**src/rtl/core/spr_pkg.sv**
```systemverilog
// ----------------------------------------------------------------------------
// Slot pool ring manager package
// Shared types, constants and helper functions for the slot ring blocks.
// ----------------------------------------------------------------------------
package spr_pkg;

	// Ring geometry
	localparam int MAX_SLOTS = 16;
	localparam int SLOT_W    = 4;
	localparam int CNT_W     = 5;
	localparam int LEN_W     = 16;
	localparam int ADDR_W    = 32;
	localparam int OVF_W     = 32;

	// Operation codes carried with each request
	typedef enum logic [1:0] {
		FUNC_QUERY   = 2'd0,
		FUNC_COMMIT  = 2'd1,
		FUNC_RELEASE = 2'd2,
		FUNC_CLEAR   = 2'd3
	} spr_func_t;

	// Configuration register indexes
	localparam logic [1:0] CFG_BASE_ADDRESS = 2'd0;
	localparam logic [1:0] CFG_SLOT_SIZE    = 2'd1;
	localparam logic [1:0] CFG_SLOT_COUNT   = 2'd2;

	// Ring state as seen after one operation
	typedef struct packed {
		logic [SLOT_W-1:0] wr_slot;
		logic [SLOT_W-1:0] rd_slot;
		logic [LEN_W-1:0]  rd_len;
		logic [CNT_W-1:0]  used;
		logic [CNT_W-1:0]  free;
		logic [OVF_W-1:0]  ovf;
	} spr_view_t;

	// Clamp the configured slot count into 1..MAX_SLOTS.
	function automatic logic [CNT_W-1:0] eff_count(input logic [CNT_W-1:0] cnt);
		logic [CNT_W-1:0] c;
		c = cnt;
		if (c == '0) begin
			c = CNT_W'(1);
		end
		if (c > CNT_W'(MAX_SLOTS)) begin
			c = CNT_W'(MAX_SLOTS);
		end
		return c;
	endfunction

	// Advance a slot index, wrapping at the effective count.
	function automatic logic [SLOT_W-1:0] next_slot(input logic [SLOT_W-1:0] idx,
			input logic [CNT_W-1:0] cnt);
		logic [CNT_W-1:0] n;
		n = {1'b0, idx} + CNT_W'(1);
		if (n >= cnt) begin
			return '0;
		end
		return n[SLOT_W-1:0];
	endfunction

endpackage

```
**src/rtl/core/spr_ctrl.sv**
```systemverilog
// ----------------------------------------------------------------------------
// Slot ring control
// Holds the write and read slots, occupancy, overflow count and length table,
// and applies one operation per step.
// ----------------------------------------------------------------------------
module spr_ctrl (
	input  logic                      clk,
	input  logic                      arst_n,
	input  logic                      step,
	input  spr_pkg::spr_func_t        func,
	input  logic [spr_pkg::LEN_W-1:0] length,
	input  logic [spr_pkg::CNT_W-1:0] slot_count,
	output spr_pkg::spr_view_t        view
);
	import spr_pkg::*;

	logic [SLOT_W-1:0] wr_q, wr_d;
	logic [SLOT_W-1:0] rd_q, rd_d;
	logic [CNT_W-1:0]  occ_q, occ_d;
	logic [OVF_W-1:0]  ovf_q, ovf_d;
	logic [LEN_W-1:0]  len_q [MAX_SLOTS];
	logic [LEN_W-1:0]  len_d [MAX_SLOTS];
	logic [CNT_W-1:0]  cnt;
	logic [CNT_W-1:0]  occ_mid;

	assign cnt = eff_count(slot_count);

	// Next state for the operation in flight.
	always_comb begin
		wr_d    = wr_q;
		rd_d    = rd_q;
		occ_d   = occ_q;
		ovf_d   = ovf_q;
		len_d   = len_q;
		occ_mid = occ_q;
		case (func)
			FUNC_COMMIT: begin
				// A full ring first drops its oldest slot.
				if (occ_q >= cnt) begin
					len_d[rd_q] = '0;
					rd_d        = next_slot(rd_q, cnt);
					ovf_d       = ovf_q + OVF_W'(1);
					if (occ_q != '0) begin
						occ_mid = occ_q - CNT_W'(1);
					end
				end
				len_d[wr_q] = length;
				wr_d        = next_slot(wr_q, cnt);
				occ_d       = occ_mid + CNT_W'(1);
			end
			FUNC_RELEASE: begin
				// Release on an empty ring leaves everything as it is.
				if (occ_q != '0) begin
					len_d[rd_q] = '0;
					rd_d        = next_slot(rd_q, cnt);
					occ_d       = occ_q - CNT_W'(1);
				end
			end
			FUNC_CLEAR: begin
				wr_d  = rd_q;
				occ_d = '0;
				ovf_d = '0;
				for (int i = 0; i < MAX_SLOTS; i++) begin
					len_d[i] = '0;
				end
			end
			default: begin
			end
		endcase
	end

	// State after the operation, as reported in the result.
	always_comb begin
		view.wr_slot = wr_d;
		view.rd_slot = rd_d;
		view.rd_len  = len_d[rd_d];
		view.used    = occ_d;
		view.free    = (occ_d < cnt) ? (cnt - occ_d) : '0;
		view.ovf     = ovf_d;
	end

	// State registers, updated once per request.
	always_ff @(posedge clk or negedge arst_n) begin
		if (!arst_n) begin
			wr_q  <= '0;
			rd_q  <= '0;
			occ_q <= '0;
			ovf_q <= '0;
			for (int i = 0; i < MAX_SLOTS; i++) begin
				len_q[i] <= '0;
			end
		end else if (step) begin
			wr_q  <= wr_d;
			rd_q  <= rd_d;
			occ_q <= occ_d;
			ovf_q <= ovf_d;
			len_q <= len_d;
		end
	end

endmodule

```
**src/rtl/core/spr_result.sv**
```systemverilog
// ----------------------------------------------------------------------------
// Slot ring result stage
// Turns slot indexes into addresses and holds the result for the output
// channel.
// ----------------------------------------------------------------------------
module spr_result (
	input  logic                       clk,
	input  logic                       arst_n,
	input  logic                       load,
	input  spr_pkg::spr_view_t         view,
	input  logic [spr_pkg::ADDR_W-1:0] base_address,
	input  logic [spr_pkg::LEN_W-1:0]  slot_size,
	output logic                       m_axis_tvalid,
	input  logic                       m_axis_tready,
	output logic [127:0]               m_axis_tdata
);
	import spr_pkg::*;

	localparam int PROD_W = SLOT_W + LEN_W;

	logic [PROD_W-1:0] wr_off;
	logic [PROD_W-1:0] rd_off;
	logic [ADDR_W-1:0] wr_addr;
	logic [ADDR_W-1:0] rd_addr;
	logic [127:0]      data_q;
	logic              valid_q;

	// Slot address is base plus index times slot size, modulo 2^32.
	assign wr_off  = PROD_W'(view.wr_slot) * PROD_W'(slot_size);
	assign rd_off  = PROD_W'(view.rd_slot) * PROD_W'(slot_size);
	assign wr_addr = base_address + ADDR_W'(wr_off);
	assign rd_addr = base_address + ADDR_W'(rd_off);

	// Result register and its valid flag.
	always_ff @(posedge clk or negedge arst_n) begin
		if (!arst_n) begin
			valid_q <= 1'b0;
		end else if (load) begin
			valid_q <= 1'b1;
		end else if (m_axis_tready) begin
			valid_q <= 1'b0;
		end
	end

	always_ff @(posedge clk) begin
		if (load) begin
			data_q <= {6'd0, view.ovf, view.free, view.used, view.rd_len, rd_addr, wr_addr};
		end
	end

	assign m_axis_tvalid = valid_q;
	assign m_axis_tdata  = data_q;

endmodule

```
**src/rtl/core/slot_pool_ring_manager.sv**
```systemverilog
// ----------------------------------------------------------------------------
// Slot pool ring manager
// Manages a ring of equal-size memory slots with per-slot lengths, reporting
// slot addresses, occupancy and overflow count after every operation.
//
//   Channel   Direction  Handshake                 Payload
//   s_axis    in         s_axis_tvalid/tready      tdata: length; tuser: func
//   m_axis    out        m_axis_tvalid/tready      tdata: result fields
//   cfg       in         cfg_valid/cfg_ready       cfg_index, cfg_data
//
// One request per cycle while the output is not stalled; a result is
// presented once its request has passed the input register and been loaded
// into the result register. The ring state update and address generation
// form a single combinational pass between the two.
// Reset empties the ring and zeroes all stored lengths at once, with no
// clearing pass. An output stall holds the result and one pending request;
// configuration writes are always taken.
// ----------------------------------------------------------------------------
module slot_pool_ring_manager (
	input  logic         clk,
	input  logic         arst_n,
	input  logic         s_axis_tvalid,
	output logic         s_axis_tready,
	input  logic [15:0]  s_axis_tdata,  // [15:0] length
	input  logic [1:0]   s_axis_tuser,  // [1:0] func
	output logic         m_axis_tvalid,
	input  logic         m_axis_tready,
	// [31:0] write_address, [63:32] read_address, [79:64] read_length,
	// [84:80] used_slots, [89:85] free_slots, [121:90] overflows, rest zero
	output logic [127:0] m_axis_tdata,
	input  logic         cfg_valid,
	output logic         cfg_ready,
	input  logic [1:0]   cfg_index,
	input  logic [31:0]  cfg_data
);
	import spr_pkg::*;

	logic              valid_s1;
	spr_func_t         func_s1;
	logic [LEN_W-1:0]  length_s1;
	logic              advance;
	logic [ADDR_W-1:0] base_q;
	logic [LEN_W-1:0]  size_q;
	logic [CNT_W-1:0]  count_q;
	spr_view_t         view;

	// The pending request moves on when the result register is free.
	assign advance       = valid_s1 && (!m_axis_tvalid || m_axis_tready);
	assign s_axis_tready = !valid_s1 || advance;
	assign cfg_ready     = 1'b1;

	// Input register.
	always_ff @(posedge clk or negedge arst_n) begin
		if (!arst_n) begin
			valid_s1 <= 1'b0;
		end else if (s_axis_tready) begin
			valid_s1 <= s_axis_tvalid;
		end
	end

	always_ff @(posedge clk) begin
		if (s_axis_tvalid && s_axis_tready) begin
			func_s1   <= spr_func_t'(s_axis_tuser);
			length_s1 <= s_axis_tdata;
		end
	end

	// Configuration registers; unknown indexes are ignored.
	always_ff @(posedge clk or negedge arst_n) begin
		if (!arst_n) begin
			base_q  <= '0;
			size_q  <= '0;
			count_q <= CNT_W'(MAX_SLOTS);
		end else if (cfg_valid && cfg_ready) begin
			case (cfg_index)
				CFG_BASE_ADDRESS: base_q  <= cfg_data;
				CFG_SLOT_SIZE:    size_q  <= cfg_data[LEN_W-1:0];
				CFG_SLOT_COUNT:   count_q <= cfg_data[CNT_W-1:0];
				default: begin
				end
			endcase
		end
	end

	spr_ctrl u_ctrl (
		.clk        (clk),
		.arst_n     (arst_n),
		.step       (advance),
		.func       (func_s1),
		.length     (length_s1),
		.slot_count (count_q),
		.view       (view)
	);

	spr_result u_result (
		.clk           (clk),
		.arst_n        (arst_n),
		.load          (advance),
		.view          (view),
		.base_address  (base_q),
		.slot_size     (size_q),
		.m_axis_tvalid (m_axis_tvalid),
		.m_axis_tready (m_axis_tready),
		.m_axis_tdata  (m_axis_tdata)
	);

endmodule
```
**config.mk**
```make
export PLATFORM = sky130hd
export DESIGN_NAME = slot_pool_ring_manager
export DESIGN_NICKNAME = d
export VERILOG_FILES = /design/src/rtl/core/spr_pkg.sv /design/src/rtl/core/spr_ctrl.sv /design/src/rtl/core/spr_result.sv /design/src/rtl/core/slot_pool_ring_manager.sv
export SDC_FILE = /design/constraint.sdc
export NUM_CORES = 2
export LEC_CHECK = 0
export BUFFER_PORTS_ARGS = -buffer_cell sky130_fd_sc_hd__buf_4
export CAP_MARGIN = 20
export CORE_MARGIN = 2
export CORE_UTILIZATION = 56
export DETAILED_ROUTE_END_ITERATION = 12
export PLACE_DENSITY = 0.79
export SLEW_MARGIN = 20
export SYNTH_ARGS = -nofsm -noshare
export SYNTH_HDL_FRONTEND = slang
export SYNTH_SLANG_ARGS = --single-unit
```
**constraint.sdc**
```tcl
create_clock -name clk -period 7.1 [get_ports clk]
set_input_delay 1.065 -clock clk [delete_from_list [all_inputs] [get_ports clk]]
set_output_delay 1.065 -clock clk [all_outputs]
set_load 0.05 [all_outputs]
```
# [Yosys cells after proc, flatten, opt, wreduce, memory -nomap -nowiden]
# Index checks and enable logic that the tools add are counted.
[totals] out_inout_bits=131 regBits=496
[classes] n_addsub=8 eq_ne=5 n_lt_le_gt_ge=10 mul=2 n_mux=38 n_reduce_logical=15 n_bitwise=5
[op_table] cell="$mux W256" n=3
[op_table] cell="$pmux W256 S3" n=1
[op_table] cell="$and A256 B256 Y256" n=1
[op_table] cell="$bwmux W256" n=1
[op_table] cell="$not A256 Y256" n=1
[op_table] cell="$demux W16 S4" n=2
[op_table] cell="$add A32 B20 Y32" n=2
[op_table] cell="$bmux W16 S4" n=1
[op_table] cell="$mux W16" n=4
[op_table] cell="$pmux W32 S2" n=1
[op_table] cell="$mul A4 B16 Y20" n=2
[op_table] cell="$add A32 B1 Y32 const B" n=1
[op_table] cell="$mux W32" n=1
[op_table] cell="$mux W4" n=7
[op_table] cell="$mux W5" n=5
[op_table] cell="$pmux W4 S2" n=2
[op_table] cell="$ge A5 B5 Y1" n=3
[op_table] cell="$ge A5 B5 Y1 const B" n=3
[op_table] cell="$not A4 Y5" n=3
[op_table] cell="$pmux W5 S3" n=1
[op_table] cell="$add A4 B1 Y5 const B" n=2
[op_table] cell="$lt A5 B1 Y1 const B" n=2
[op_table] cell="$mux W1" n=9
[op_table] cell="$eq A2 B2 Y1 const B" n=3
[op_table] cell="14 further kinds" n=22

# [Logic depth before layout (Yosys ltp)]
[logic_depth] word_depth=15 depth_mapped=29 ltp_nobuf=27

# [Hierarchy]
# A second synthesis with hierarchy kept.
[hier_totals] cells_unflattened=2857 area_unflattened_um2=30080.1
[modules_own_cells] mod="spr_ctrl" n_inst=1 cells_each=1831 area_each_um2=17800.8 seq_area_each_um2=7532.2
[modules_own_cells] mod="spr_result" n_inst=1 cells_each=887 area_each_um2=9661.8 seq_area_each_um2=3688.5
[modules_own_cells] mod="slot_pool_ring_manager" n_inst=1 cells_each=139 area_each_um2=2617.5 seq_area_each_um2=1893.1

# [Worst setup path before layout]
# No wires, ideal clock.
[synth_path] kind="reg-to-reg" startpoint="register count_q[2]" endpoint="register u_result.data_q[22] (netlist: u_result.m_axis_tdata[22]) (data pin)" required_time_ns=6.942 path_stages_with_launch=27 n_path_buf=2 t_arrival_ns=6.599 slack_ns=0.343 path_cell_list="dfrtp_1 nor3_1 nor2_1 nor2_1 ha_1 nand2b_1 a21o_1 a21o_1 maj3_1 a211oi_1 a222oi_1 clkbuf_1 nand2b_1 fa_1 fa_1 fa_1 inv_1 ha_1 a21oi_1 o21ai_1 a31oi_1 o21ai_1 a221oi_2 o31a_1 buf_2 or4b_1 o211ai_1"
[synth_via] elab_chain_cells=11
[synth_lines] item="start, declared" line_no="slot_pool_ring_manager.sv:44" rtl="logic [CNT_W-1:0] count_q;"
[synth_lines] item="start signal, assigned" line_no="slot_pool_ring_manager.sv:73" rtl="count_q <= CNT_W'(MAX_SLOTS);"
[synth_lines] item="start signal, assigned" line_no="slot_pool_ring_manager.sv:78" rtl="CFG_SLOT_COUNT: count_q <= cfg_data[CNT_W-1:0];"
[synth_lines] item="$logic_not A5 Y1" line_no="spr_pkg.sv:42" rtl="if (c == '0) begin"
[synth_lines] item="$mux W5 (*)" line_no="spr_pkg.sv:42"
[synth_lines] item="$gt A5 B5 Y1" line_no="spr_pkg.sv:45" rtl="if (c > CNT_W'(MAX_SLOTS)) begin"
[synth_lines] item="$mux W5 (*)" line_no="spr_pkg.sv:45"
[synth_lines] item="$ge A5 B5 Y1 (*)" line_no="spr_pkg.sv:56" rtl="if (n >= cnt) begin"
[synth_lines] item="$mux W1 (*)" line_no="spr_pkg.sv:56"
[synth_lines] item="$mux W1 (*)" line_no="spr_ctrl.sv:36" rtl="case (func)"
[synth_lines] item="$mux W4 (*)" line_no="spr_pkg.sv:59" rtl="return n[SLOT_W-1:0];"
[synth_lines] item="$pmux W4 S2 (*)" line_no="spr_ctrl.sv:36"
[synth_lines] item="$mul A4 B16 Y20 (*)" line_no="spr_result.sv:29" rtl="assign wr_off = PROD_W'(view.wr_slot) * PROD_W'(slot_size);"
[synth_lines] item="$add A32 B20 Y32 (*)" line_no="spr_result.sv:31" rtl="assign wr_addr = base_address + ADDR_W'(wr_off);"
[synth_lines] item="named net u_result.wr_addr[22]" line_no="spr_result.sv:23" rtl="logic [ADDR_W-1:0] wr_addr;"
[synth_lines] item="end signal, assigned" line_no="spr_result.sv:47" rtl="data_q <= {6'd0, view.ovf, view.free, view.used, view.rd_len, rd_addr, wr_addr};"
[synth_lines] item="end, declared" line_no="spr_result.sv:25" rtl="logic [127:0] data_q;"
# The timed path passes the listed nets; every way through them passes the cells marked *. The select of a mux whose other input is x is not followed.
# A chain may end at the register's enable or synchronous reset.

# [Worst setup path after layout]
[layout_path] startpoint="register count_q[2]" endpoint="register u_result.data_q[61] (netlist: u_result.m_axis_tdata[61]) (data pin)"
[layout_via] elab_chain_cells=13
[layout_lines] item="$logic_not A5 Y1" line_no="spr_pkg.sv:42"
[layout_lines] item="$mux W5 (*)" line_no="spr_pkg.sv:42"
[layout_lines] item="$gt A5 B5 Y1" line_no="spr_pkg.sv:45"
[layout_lines] item="$mux W5 (*)" line_no="spr_pkg.sv:45"
[layout_lines] item="$ge A5 B5 Y1" line_no="spr_pkg.sv:56"
[layout_lines] item="$mux W1" line_no="spr_pkg.sv:56"
[layout_lines] item="$mux W1 (on tied branches)" line_no="spr_ctrl.sv:53, spr_ctrl.sv:39"
[layout_lines] item="$mux W1" line_no="spr_ctrl.sv:36"
[layout_lines] item="$mux W4" line_no="spr_pkg.sv:59"
[layout_lines] item="$mux W4 (on tied branches)" line_no="spr_ctrl.sv:53, spr_ctrl.sv:39"
[layout_lines] item="$pmux W4 S2 (*)" line_no="spr_ctrl.sv:36"
[layout_lines] item="$mul A4 B16 Y20 (*)" line_no="spr_result.sv:30" rtl="assign rd_off = PROD_W'(view.rd_slot) * PROD_W'(slot_size);"
[layout_lines] item="$add A32 B20 Y32 (*)" line_no="spr_result.sv:32" rtl="assign rd_addr = base_address + ADDR_W'(rd_off);"
[layout_lines] item="named net u_result.rd_addr[29]" line_no="spr_result.sv:24" rtl="logic [ADDR_W-1:0] rd_addr;"
# Marked as above.

==> run_results.csv <==
group,metric,value,unit
clocking,tritoncts,"yes",
sta,slew_violations,0,
synthesis,netlist_instances,2830,
synthesis,ys_seq_elements,496,
synthesis,netlist_area,29400,µm²
synthesis,ys_seq_area_share,44.6,%
grt,grt_pass1_wl,137000,µm
cells_and_area,fillers,3835,
grt,antenna_found_initial,1,
placed_design,hpwl,57200,µm
clocking,cts_num_sinks,496,
grt,grt_pass1_vias,24325,
sta,fmax,147,MHz
synthesis,ys_top_cells_by_count,"355 x dfrtp_1, 248 x a221oi_1, 241 x a22o_1, 227 x nand2_1, 186 x clkbuf_1",
grt,busiest_layer,"met2",
placed_design,portBuffers,180,
routing,drc,0,
clocking,htreeDepth,2,
floorplanning,die_x,233,µm
sta,timing.hold.ws,497,ps
synthesis,synth_cell_types,78,
routing,drt_pass1_iterations,6,
synthesis,async_flop_share,71.8,%
cells_and_area,fin_area,33400,µm²
synthesis,synth_ff_type,"dfrtp_1",
routing,via_per_inst,6.87,
floorplanning,rows,83,
power,seqPwrFrac,30.0,%
power,comb_power_share,45.0,%
cells_and_area,nNetsFinal,3160,
cells_and_area,multi_input_area,14800,µm²
run,maxCapViolCount,0,
floorplanning,ios,188,
sta,tns,0,ps
setup_path,crit_start,"count_q[2]",
cells_and_area,fin_util,64.8,%
power,p_int,7.19,mW
synthesis,yosysTopAreaCell,"dfrtp_1",
sta,hold_viol,0,
sta,skew,21.7,ps
grt,grt_usage,32.3,%
cells_and_area,seqCellArea,13100,µm²
power,vdd_drop_max,0.243,mV
cells_and_area,diodes,0,
setup_path,crit_path_end_kind,"flop",
floorplanning,dieArea,54300,µm²
power,leakagePower,14.9,nW
setup_path,crit_required,7460,ps
synthesis,synth.top_cells.by_area,"dfrtp_1 30%, edfxtp_1 14%, a221oi_1 7.4%",
synthesis,yosysTopAreaCellShare,30.2,%
clocking,cts_buffers,54,
placed_design,dp_cells,3533,
run_status,outcome,"complete, no violations",
setup_path,crit_end,"u_result.m_axis_tdata[61]",
setup_path,startpoint_type,"flop",
setup_path,rr_endpoint,"u_result.m_axis_tdata[61]",
sta,timing.final.ws_setup,313,ps
setup_path,cpMaxStageDelayCell,"or4_1",
floorplanning,start_util,56.9,%
grt,grt_max_degree,180,
setup_path,critPathMaxFanout,7,
clocking,clk_pin_slew_worst_paths,60,ps
synthesis,yosysWarnings,0,
synthesis,yosysMostFrequentCell,"dfrtp_1",
placed_design,dpl-instance-area,31300,µm²
clocking,postCtsHoldBufs,0,
routing,wl_per_cell,24.3,µm
grt,grt_use_met1,44.1,%
setup_path,cp.arrival,7140,ps
sta,worst_pin_slew,1250,ps
sta,fin_crit_sh,95.6,%
floorplanning,die_h,233,µm
floorplanning,coreArea,51600,µm²
power,p_switching,5.10,mW
routing,num_vias,25054,
sta,relSlewSlack,14.3,%
cells_and_area,syn_to_final_growth,13.9,%
sta,finalSetupViolCount,0,
routing,antenna_left,0,
cells_and_area,final_cells,3646,
grt,met3_usage,8.75,%
setup_path,slowest_delay,540,ps
clocking,clk_latency,640,ps
setup_path,reg2reg_depth,28,
setup_path,crit_type,"flop to flop",
synthesis,synth_area_per_cell,10.4,µm²
sta,period_needed,6790,ps
routing,drt-initial-drc-count,3499,
placed_design,dp_slack,-83.3,ps
clocking,clockRootBuffer,"clkbuf_16",
setup_path,rrSetupSlack,310,ps
power,power_density,367,nW/µm²
power,p_clk_share,25.1,%
setup_path,r2r-start,"count_q[2]",
grt,grt_overflow,0,
grt,grtUsageMet2,48.9,%
cells_and_area,layout-drive-gt1-share,15.7,%
power,p_total,12.3,mW
placed_design,gp_congestion,0.937,
synthesis,synth-edff-count,140,
routing,detail_route.wirelength,88600,µm
min_path,hold_class,"flop to flop",
power,switching_share,41.5,%
clocking,cts_max_path_buffers,3,
## registers in the layout (all words and copies together), names as in the netlist
register and count:
u_ctrl.len_q 256, u_result.m_axis_tdata 122, base_q 32, u_ctrl.ovf_q 32, length_s1 16, size_q 16
count_q 5, u_ctrl.occ_q 5, u_ctrl.rd_q 4, u_ctrl.wr_q 4, func_s1 2, u_result.m_axis_tvalid 1
valid_s1 1
## placed cells by master (no fill, tap or decap), drive strengths merged, types with 25 or more instances in the layout
cell type	synthesis	layout
nor2b	41	41
and2	92	92
nand2b	25	25
mux2	44	44
nand3	76	76
nor4	68	68
a221oi	250	250
fa	91	91
buf	56	272
nor3	57	57
nand2	227	227
o21ai	93	93
a22o	241	241
clkbuf	187	65
dfrtp	355	355
xnor2	41	41
ha	92	92
nor2	125	125
edfxtp	140	140
inv	173	176
a21oi	90	90
and3	27	27
## final cells by class
cell class	instances	area share (%)
Timing Repair Buffer	272	6.16
Clock inverter	37	1.39
Sequential cell	496	39.2
Inverter	175	1.98
Multi-Input combinational cell	1921	44.3
Tap cell	680	2.54
Clock buffer	65	4.40
## layer usage
layer / share of wire, % / wire [µm]
met5: 0.0068 / 6
met4: 4.3 / 3780
met3: 12 / 10200
met2: 45 / 39700
met1: 39 / 34900
## power groups by stage
stage	logic [mW]	clock network, mW	registers (mW)
global route	5.95	3.21	3.72
finish	5.53	3.08	3.68
detailed placement	5.28	0	3.72
CTS	5.32	3.10	3.68
global placement	5.14	0	3.71
floorplan	3.13	0	4.32
## how the worst min path moves through the flow
stage                            startpoint                      to  slack [ps]  cells after the start
after global routing      u_ctrl.len_q[233]       u_ctrl.len_q[233]         510                      1
after global placement    u_ctrl.len_q[164]       u_ctrl.len_q[164]         470                      1
after detailed placement   u_ctrl.len_q[45]        u_ctrl.len_q[45]         480                      1
after floorplan                    valid_s1  u_result.m_axis_tvalid         460                      1
final                      u_ctrl.len_q[74]        u_ctrl.len_q[74]         500                      1
after CTS                  u_ctrl.len_q[74]        u_ctrl.len_q[74]         500                      1
## kinds of logic (layout without fill, tap and decap cells)
family,Yosys count,in the layout,share of synthesized area [%]
xor+xnor,64,64,1.91
flops,496,496,44.6
buf+inv,418,549,5.71
mux,63,63,2.33
compound gates,814,814,21.8
fa+ha+maj,185,185,10.2
simple gates,788,788,13.4
other cells,2,7,0.0256
## worst max-delay path: cells and delay by family (launching register included)
kind	cells	cell delay (ps)
AND/OR/NAND/NOR	9	1930
adder cells (fa/ha/maj)	5	1750
AO/OA/AOI/OAI	8	1650
buffers and inverters	5	640
flip-flops	1	390
XOR/XNOR	1	150
## timing repair
action | in CTS | in global routing
pin swaps | 1 | 8
resized for setup | 0 | 19
endpoints found under the setup margin | 1 | 27
setup buffers | 2 | 9
Power figures use the tool's default switching activity.
